==> src/rtl/core/u8u16_pkg.sv <==
// ----------------------------------------------------------------------------
// u8u16_pkg
// Shared constants and the code unit burst type of the UTF-8 to UTF-16
// transcoder.
// ----------------------------------------------------------------------------
package u8u16_pkg;

    localparam int unsigned MAX_UNITS = 4;

    localparam logic [15:0] REPLACEMENT_CHAR   = 16'hFFFD;
    localparam logic [20:0] MAX_CODE_POINT     = 21'h10FFFF;
    localparam logic [20:0] SURR_LOW_BOUND     = 21'h00D800;
    localparam logic [20:0] SURR_HIGH_BOUND    = 21'h00DFFF;
    localparam logic [15:0] HIGH_SURR_BASE     = 16'hD800;
    localparam logic [15:0] LOW_SURR_BASE      = 16'hDC00;
    localparam logic [20:0] SUPPLEMENTARY_BASE = 21'h010000;

    // All code units that one input byte produces, first unit in slot zero.
    typedef struct packed {
        logic [2:0]                 count;
        logic [MAX_UNITS-1:0][15:0] units;
    } burst_t;

endpackage

==> src/rtl/core/utf8_to_utf16_transcoder.sv <==
// ----------------------------------------------------------------------------
// utf8_to_utf16_transcoder
// The first code unit of a byte is presented in the cycle after its request
// is accepted. Throughput: one byte per cycle while each byte yields at most
// one code unit and the output does not stall; a byte that yields more units
// (up to four) holds off the input until its final unit is handed out, as the
// result register serializes one unit per unstalled cycle. Reset clears the
// pending sequence and empties the result register; no clearing pass is needed.
// ----------------------------------------------------------------------------
module utf8_to_utf16_transcoder (
    input  logic        clk,
    input  logic        rst_n,
    input  logic        in_valid,
    output logic        in_stall,
    input  logic [7:0]  data_byte,
    input  logic        last_byte,
    output logic        out_valid,
    input  logic        out_stall,
    output logic [15:0] code_unit,
    output logic        last_of_run
);
    import u8u16_pkg::*;

    burst_t burst;
    logic   seq_pending;
    logic   can_load;
    logic   in_accept;

    // A new request is taken whenever the result register is empty or is
    // handing out its final unit in this very cycle, so bytes that give one
    // unit each stream through at full rate while the output does not stall.
    assign in_stall  = !can_load;
    assign in_accept = in_valid && can_load;

    // The decoder keeps the partial code point and the count of continuation
    // bytes. All the decoding, the range checks and the surrogate split are
    // done combinationally from the incoming byte and that state.
    u8u16_decoder u_decoder (
        .clk         (clk),
        .rst_n       (rst_n),
        .in_accept   (in_accept),
        .data_byte   (data_byte),
        .last_byte   (last_byte),
        .burst       (burst),
        .seq_pending (seq_pending)
    );

    // The emitter registers the whole burst and walks through it.
    u8u16_emitter u_emitter (
        .clk         (clk),
        .rst_n       (rst_n),
        .load        (in_accept),
        .burst       (burst),
        .can_load    (can_load),
        .out_valid   (out_valid),
        .out_stall   (out_stall),
        .code_unit   (code_unit),
        .last_of_run (last_of_run)
    );

`ifndef SYNTHESIS
    // The input is held off only while units of an earlier byte remain.
    a_stall_only_when_busy: assert property (@(posedge clk) disable iff (!rst_n)
        in_stall |-> out_valid)
        else $error("input stalled with an empty result register");

    // A unit that is not the last of its burst is always followed by more.
    a_burst_continues: assert property (@(posedge clk) disable iff (!rst_n)
        (out_valid && !out_stall && !last_of_run) |=> out_valid)
        else $error("burst ended before its last unit");

    // An ASCII byte with no pending sequence passes straight through.
    a_ascii_passthrough: assert property (@(posedge clk) disable iff (!rst_n)
        (in_accept && !seq_pending && !data_byte[7]) |=>
        (out_valid && last_of_run && (code_unit == {8'h00, $past(data_byte)})))
        else $error("ASCII byte not passed through");
`endif

endmodule

==> src/rtl/core/u8u16_decoder.sv <==
// ----------------------------------------------------------------------------
// u8u16_decoder
// Holds the pending sequence state and turns each accepted byte into a
// burst of zero to four UTF-16 code units.
// ----------------------------------------------------------------------------
module u8u16_decoder (
    input  logic              clk,
    input  logic              rst_n,
    input  logic              in_accept,
    input  logic [7:0]        data_byte,
    input  logic              last_byte,
    output u8u16_pkg::burst_t burst,
    output logic              seq_pending
);
    import u8u16_pkg::*;

    logic [1:0]  expected_reg;
    logic [1:0]  expected_next;
    logic [1:0]  seen_reg;
    logic [1:0]  seen_next;
    logic [20:0] acc_reg;
    logic [20:0] acc_next;

    // Decode of the byte as if no sequence were pending.
    logic        fresh_cnt;
    logic [15:0] fresh_unit;
    logic        fresh_start;
    logic [1:0]  fresh_need;
    logic [4:0]  fresh_bits;

    // Continuation path.
    logic [20:0] acc_cont;
    logic [2:0]  seen_cont;
    logic        completes;
    logic        cp_bad;
    logic [20:0] cp_off;
    logic [15:0] cp_unit0;
    logic [15:0] cp_unit1;
    logic [1:0]  cp_cnt;

    // Burst assembly: a run of replacement units, then up to two tail units.
    logic [2:0]  repl_cnt;
    logic [1:0]  tail_cnt;
    logic [15:0] tail0;
    logic [15:0] tail1;

    assign seq_pending = (expected_reg != 2'd0);

    always_comb
    begin
        fresh_cnt   = 1'b1;
        fresh_unit  = REPLACEMENT_CHAR;
        fresh_start = 1'b0;
        fresh_need  = 2'd0;
        fresh_bits  = 5'd0;
        if (!data_byte[7])
        begin
            fresh_unit = {8'h00, data_byte};
        end
        else if (data_byte[7:5] == 3'b110)
        begin
            fresh_need = 2'd1;
            fresh_bits = data_byte[4:0];
        end
        else if (data_byte[7:4] == 4'b1110)
        begin
            fresh_need = 2'd2;
            fresh_bits = {1'b0, data_byte[3:0]};
        end
        else if (data_byte[7:3] == 5'b11110)
        begin
            fresh_need = 2'd3;
            fresh_bits = {2'b00, data_byte[2:0]};
        end
        // A multi-byte lead flagged last yields one replacement unit.
        if (fresh_need != 2'd0)
        begin
            fresh_cnt   = last_byte;
            fresh_start = !last_byte;
        end
    end

    always_comb
    begin
        acc_cont  = {acc_reg[14:0], data_byte[5:0]};
        seen_cont = {1'b0, seen_reg} + 3'd1;
        completes = (seen_cont >= {1'b0, expected_reg});
        cp_bad    = (acc_cont > MAX_CODE_POINT) ||
                    ((acc_cont >= SURR_LOW_BOUND) && (acc_cont <= SURR_HIGH_BOUND));
        cp_off    = acc_cont - SUPPLEMENTARY_BASE;
        cp_unit1  = LOW_SURR_BASE + {6'd0, cp_off[9:0]};
        if (cp_bad)
        begin
            cp_cnt   = 2'd1;
            cp_unit0 = REPLACEMENT_CHAR;
        end
        else if (acc_cont < SUPPLEMENTARY_BASE)
        begin
            cp_cnt   = 2'd1;
            cp_unit0 = acc_cont[15:0];
        end
        else
        begin
            cp_cnt   = 2'd2;
            cp_unit0 = HIGH_SURR_BASE + {6'd0, cp_off[19:10]};
        end
    end

    always_comb
    begin
        repl_cnt      = 3'd0;
        tail_cnt      = {1'b0, fresh_cnt};
        tail0         = fresh_unit;
        tail1         = cp_unit1;
        expected_next = fresh_start ? fresh_need : 2'd0;
        seen_next     = 2'd0;
        acc_next      = fresh_start ? {16'd0, fresh_bits} : 21'd0;
        if (expected_reg != 2'd0)
        begin
            if (data_byte[7:6] == 2'b10)
            begin
                expected_next = 2'd0;
                acc_next      = 21'd0;
                if (completes)
                begin
                    tail_cnt = cp_cnt;
                    tail0    = cp_unit0;
                end
                else if (last_byte)
                begin
                    // String ends mid-sequence: lead plus every byte seen.
                    repl_cnt = seen_cont + 3'd1;
                    tail_cnt = 2'd0;
                end
                else
                begin
                    tail_cnt      = 2'd0;
                    expected_next = expected_reg;
                    seen_next     = seen_cont[1:0];
                    acc_next      = acc_cont;
                end
            end
            else
            begin
                // Interrupted sequence; the byte itself is decoded afresh.
                repl_cnt = {1'b0, seen_reg} + 3'd1;
            end
        end
    end

    always_comb
    begin
        burst.count = repl_cnt + {1'b0, tail_cnt};
        for (int i = 0; i < MAX_UNITS; i++)
        begin
            if (3'(i) < repl_cnt)
            begin
                burst.units[i] = REPLACEMENT_CHAR;
            end
            else if (3'(i) == repl_cnt)
            begin
                burst.units[i] = tail0;
            end
            else
            begin
                burst.units[i] = tail1;
            end
        end
    end

    always_ff @(posedge clk or negedge rst_n)
    begin
        if (!rst_n)
        begin
            expected_reg <= 2'd0;
            seen_reg     <= 2'd0;
            acc_reg      <= 21'd0;
        end
        else if (in_accept)
        begin
            expected_reg <= expected_next;
            seen_reg     <= seen_next;
            acc_reg      <= acc_next;
        end
    end

endmodule

==> src/rtl/core/u8u16_emitter.sv <==
// ----------------------------------------------------------------------------
// u8u16_emitter
// Result register that holds one burst and hands its code units out one per
// cycle while not stalled, flagging the final unit of the burst.
// ----------------------------------------------------------------------------
module u8u16_emitter (
    input  logic              clk,
    input  logic              rst_n,
    input  logic              load,
    input  u8u16_pkg::burst_t burst,
    output logic              can_load,
    output logic              out_valid,
    input  logic              out_stall,
    output logic [15:0]       code_unit,
    output logic              last_of_run
);
    import u8u16_pkg::*;

    logic [2:0]                 remain_reg;
    logic [MAX_UNITS-1:0][15:0] units_reg;
    logic                       take;

    assign out_valid   = (remain_reg != 3'd0);
    assign code_unit   = units_reg[0];
    assign last_of_run = (remain_reg == 3'd1);
    assign take        = out_valid && !out_stall;
    assign can_load    = (remain_reg == 3'd0) || (last_of_run && take);

    always_ff @(posedge clk or negedge rst_n)
    begin
        if (!rst_n)
        begin
            remain_reg <= 3'd0;
        end
        else if (load)
        begin
            remain_reg <= burst.count;
        end
        else if (take)
        begin
            remain_reg <= remain_reg - 3'd1;
        end
    end

    always_ff @(posedge clk)
    begin
        if (load)
        begin
            units_reg <= burst.units;
        end
        else if (take)
        begin
            for (int i = 0; i < MAX_UNITS - 1; i++)
            begin
                units_reg[i] <= units_reg[i+1];
            end
        end
    end

endmodule

==> config.mk <==
export PLATFORM = sky130hd
export DESIGN_NAME = utf8_to_utf16_transcoder
export DESIGN_NICKNAME = d
export VERILOG_FILES = /design/src/rtl/core/u8u16_pkg.sv /design/src/rtl/core/utf8_to_utf16_transcoder.sv /design/src/rtl/core/u8u16_decoder.sv /design/src/rtl/core/u8u16_emitter.sv
export SDC_FILE = /design/constraint.sdc
export NUM_CORES = 1
export LEC_CHECK = 0
export ABC_AREA = 0
export BUFFER_PORTS_ARGS = -buffer_cell sky130_fd_sc_hd__buf_4
export CORE_UTILIZATION = 50
export DETAILED_ROUTE_END_ITERATION = 8
export PLACE_DENSITY = 0.7
export SKIP_CTS_REPAIR_TIMING = 1
export SYNTH_ARGS = -nofsm -noshare
export SYNTH_HDL_FRONTEND = slang
export SYNTH_SLANG_ARGS = --single-unit
==> constraint.sdc <==
create_clock -name clk -period 4.6 [get_ports clk]
set_input_delay 0.23 -clock clk [delete_from_list [all_inputs] [get_ports clk]]
set_output_delay 0.23 -clock clk [all_outputs]
set_load 0.02 [all_outputs]
==> impl_metrics.csv <==
group,metric,value,unit
status,status,"completed",
place,place.gp.congestion,0.886,
global_routing,overflow,0,
cts,clk_pin_slew,0.09,ns
logic_synthesis,syn-num-nets,430,
logic_synthesis,ys_types,60,
cts,insertion_delay,0.35,ns
detailed_routing,totalWireLength,10.3,mm
timing,tightest_slew,0.950,ns
detailed_routing,vias,3261,
floorplanning,die_y,97.0,um
global_routing,grtUsageMet1,32.4,%
timing,max-slew-margin-rel,36.4,%
hold_path,worst_hold_path.num_cells,2,
timing,timing.final.ws_setup,1.00,ns
layout,drive_gt1_share,17.4,%
setup_path,arrival,3.70,ns
timing,slew_viol_final,0,
detailed_routing,vias_per_cell,6.19,
timing,holdWs,0.147,ns
layout,largest_reg_flops,48,
timing,fin_crit,3.60,ns
floorplanning,initial_core_util,51.7,%
floorplanning,rows,34,
power_and_ir_drop,p_per_area,551,nW/um^2
floorplanning,core,8720,sq um
place,dp_hpwl,7.23,mm
logic_synthesis,synth_area,4510,sq um
logic_synthesis,yosysWarnings,0,
cts,h-tree-depth,3,
job,drv_cap,0,
setup_path,reg2reg_depth,8,
logic_synthesis,synth-main-ff-cell,"edfxtp_1",
global_routing,grt_use_total,22.8,%
logic_synthesis,synth_edf_count,64,
timing,hold_violations,0,
detailed_routing,drt_iter0_markers,284,
layout,nFillCells,712,
setup_path,critPathLaunchType,"flop",
cts,cts_buffers,9,
cts,cts-root-buf,"clkbuf_8",
layout,syn2layout_area_growth,8.49,%
setup_path,setup.worst_path.class,"flop to flop",
global_routing,grt_pass1_wl,16.6,mm
setup_path,endpoint_kind,"flop",
timing,period_share,78.2,%
detailed_routing,ant_nets,0,
logic_synthesis,yosys_register_bits,86,
setup_path,cp_max_fo,13,
power_and_ir_drop,power_leakage,1.86,nW
detailed_routing,drtPass1Iterations,5,
floorplanning,die_w,97.0,um
global_routing,grt_antenna_before_repair,0,
timing,tns,0,ns
detailed_routing,route.detailed.drc,0,
place,port_buffers,31,
logic_synthesis,yosysSeqAreaShare,54.8,%
global_routing,gr-usage-met3,4.26,%
global_routing,met2_usage,36.0,%
floorplanning,die-area,9400,sq um
global_routing,grt_max_degree,51,
logic_synthesis,avgSynthCellArea,11.1,sq um
floorplanning,pin_count,32,
place,place_ws,1.08,ns
timing,timing.fmax,0.278,GHz
global_routing,top_usage_layer,"met2",
setup_path,worst_ep_required_time,4.71,ns
detailed_routing,post_drt_wl_per_cell,19.6,um
global_routing,grt_pass1_vias,3117,
layout,nets,438,
cts,cts_tree,"done",
power_and_ir_drop,ir_drop,0.000235,V
timing,finClkSkew,0.0117,ns
timing,rsz0062_at_grt,"false",
logic_synthesis,async_flop_share,25.6,%
cts,max-clock-path-buffers,2,
hold_path,hp-class,"input port to flop",
layout,insertedDiodeCount,0,
logic_synthesis,synthCells,406,
cts,clkSinkCount,86,
timing,setup_viol,0,
layout,fin_util,56.1,%
## cells in the final DEF (no fill, tap or decap), drive strengths merged, types with 4 or more instances in the layout
cell    synthesis  layout
nor2b           4       4
inv            16      18
buf            25      34
a22o           11      11
o221a           5       5
nand2b         11      11
o22ai           4       4
nor3            6       6
xnor2           5       5
o22a           13      13
o31ai           8       8
clkinv          0       4
nand2          34      34
o21ai          29      29
dfrtp          22      22
or2            10      10
o21a           14      14
nand4           4       4
a21oi          18      18
nor2           24      24
edfxtp         64      64
nand3          12      12
clkbuf         13       9
ha              9       9
## where the power goes
| group | switching, W | internal [W] | total [W] | leakage (nW) |
|---|---|---|---|---|
| Combinational | 0.000582 | 0.000343 | 0.000926 | 0.891 |
| Clock | 0.000270 | 0.000252 | 0.000522 | 0.101 |
| Sequential | 0.0000940 | 0.00116 | 0.00125 | 0.862 |
## through the flow
step / area [sq um] / power, W / instances
3_5_place_dp: 4690 / 0.00218 / 510
3_3_place_gp: 4690 / 0.00216 / 510
4_1_cts: 4880 / 0.00270 / 526
6_report: 4890 / 0.00270 / 527
2_1_floorplan: 4510 / 0.00194 / 406
5_1_grt: 4890 / 0.00284 / 527
## cell usage after synthesis, types with 2 or more instances
cell,n,share of area [%]
a31oi_1,3,0.42
nand4_1,4,0.55
a21o_1,3,0.50
nor2b_1,4,0.55
o221a_1,5,1.2
nor2_1,24,2.0
xnor2_1,5,0.97
fa_1,2,0.89
inv_1,16,1.3
buf_2,3,0.33
ha_1,9,2.5
nor4_1,2,0.28
nand2_1,34,2.8
nand3_1,12,1.3
nand2b_1,11,1.5
a21oi_1,17,1.9
clkbuf_1,13,1.1
nand4b_1,2,0.39
or2_2,10,1.4
o31ai_1,8,1.3
o21ai_0,26,2.9
buf_1,5,0.42
or3_1,3,0.42
a211oi_1,3,0.50
dfrtp_1,22,12
edfxtp_1,64,43
buf_4,16,2.7
and2_1,2,0.28
o22a_1,13,2.5
o21a_1,14,2.3
nor3_1,6,0.67
o21ai_2,3,0.58
o22ai_1,4,0.55
a22o_1,11,2.1
mux2i_1,2,0.44
## path summary, 6_finish.rpt
kind,end,start,slack (ns)
worst max-delay path,u_emitter.code_unit[2],u_decoder.seen_reg[0],1.00
worst min-delay path,u_decoder.acc_reg[1],data_byte[1],0.15
worst max register to register,u_emitter.code_unit[2],u_decoder.seen_reg[0],1.00
worst min register to register,u_emitter.units_reg[31],u_emitter.units_reg[47],0.54
max in group asynchronous,u_decoder.expected_reg[0],rst_n,4.05
min in group asynchronous,u_emitter.remain_reg[1],rst_n,0.30
## cells by family (layout without fill, tap and decap cells)
logic type	after synthesis	after routing	share of synthesized area (%)
xor+xnor	6	6	1.17
buf+inv	54	67	6.08
fa+ha+maj	11	11	3.39
compound gates	123	123	19.5
simple gates	123	123	14.4
flops	86	86	54.8
mux	3	3	0.694
## worst max-delay path, cell delays in order, from the launching register on
cell and delay (ns):
dfrtp_1 0.56, inv_1 0.15, fa_1 0.47, or2_2 0.32
o21ai_0 0.28, a21oi_1 0.20, a31oi_1 0.72, nand2_1 0.32
o221a_1 0.33
## layout make-up
type	instances	area, sq um	share of cell area, %
inverters	16	60.1	1.23
clock inverters	7	70.1	1.43
flip-flops and latches	86	2470	50.5
clock buffers	9	124	2.53
well taps	108	135	2.76
repair buffers	35	265	5.42
multi-input cells	266	1770	36.1
## routing by layer
metal / vias up / wire length, um
met4: 0 / 155
met2: 169 / 4870
li1: 1509 / -
met5: - / 0
met3: 17 / 839
met1: 1566 / 4470
Power figures use the tool's default switching activity.
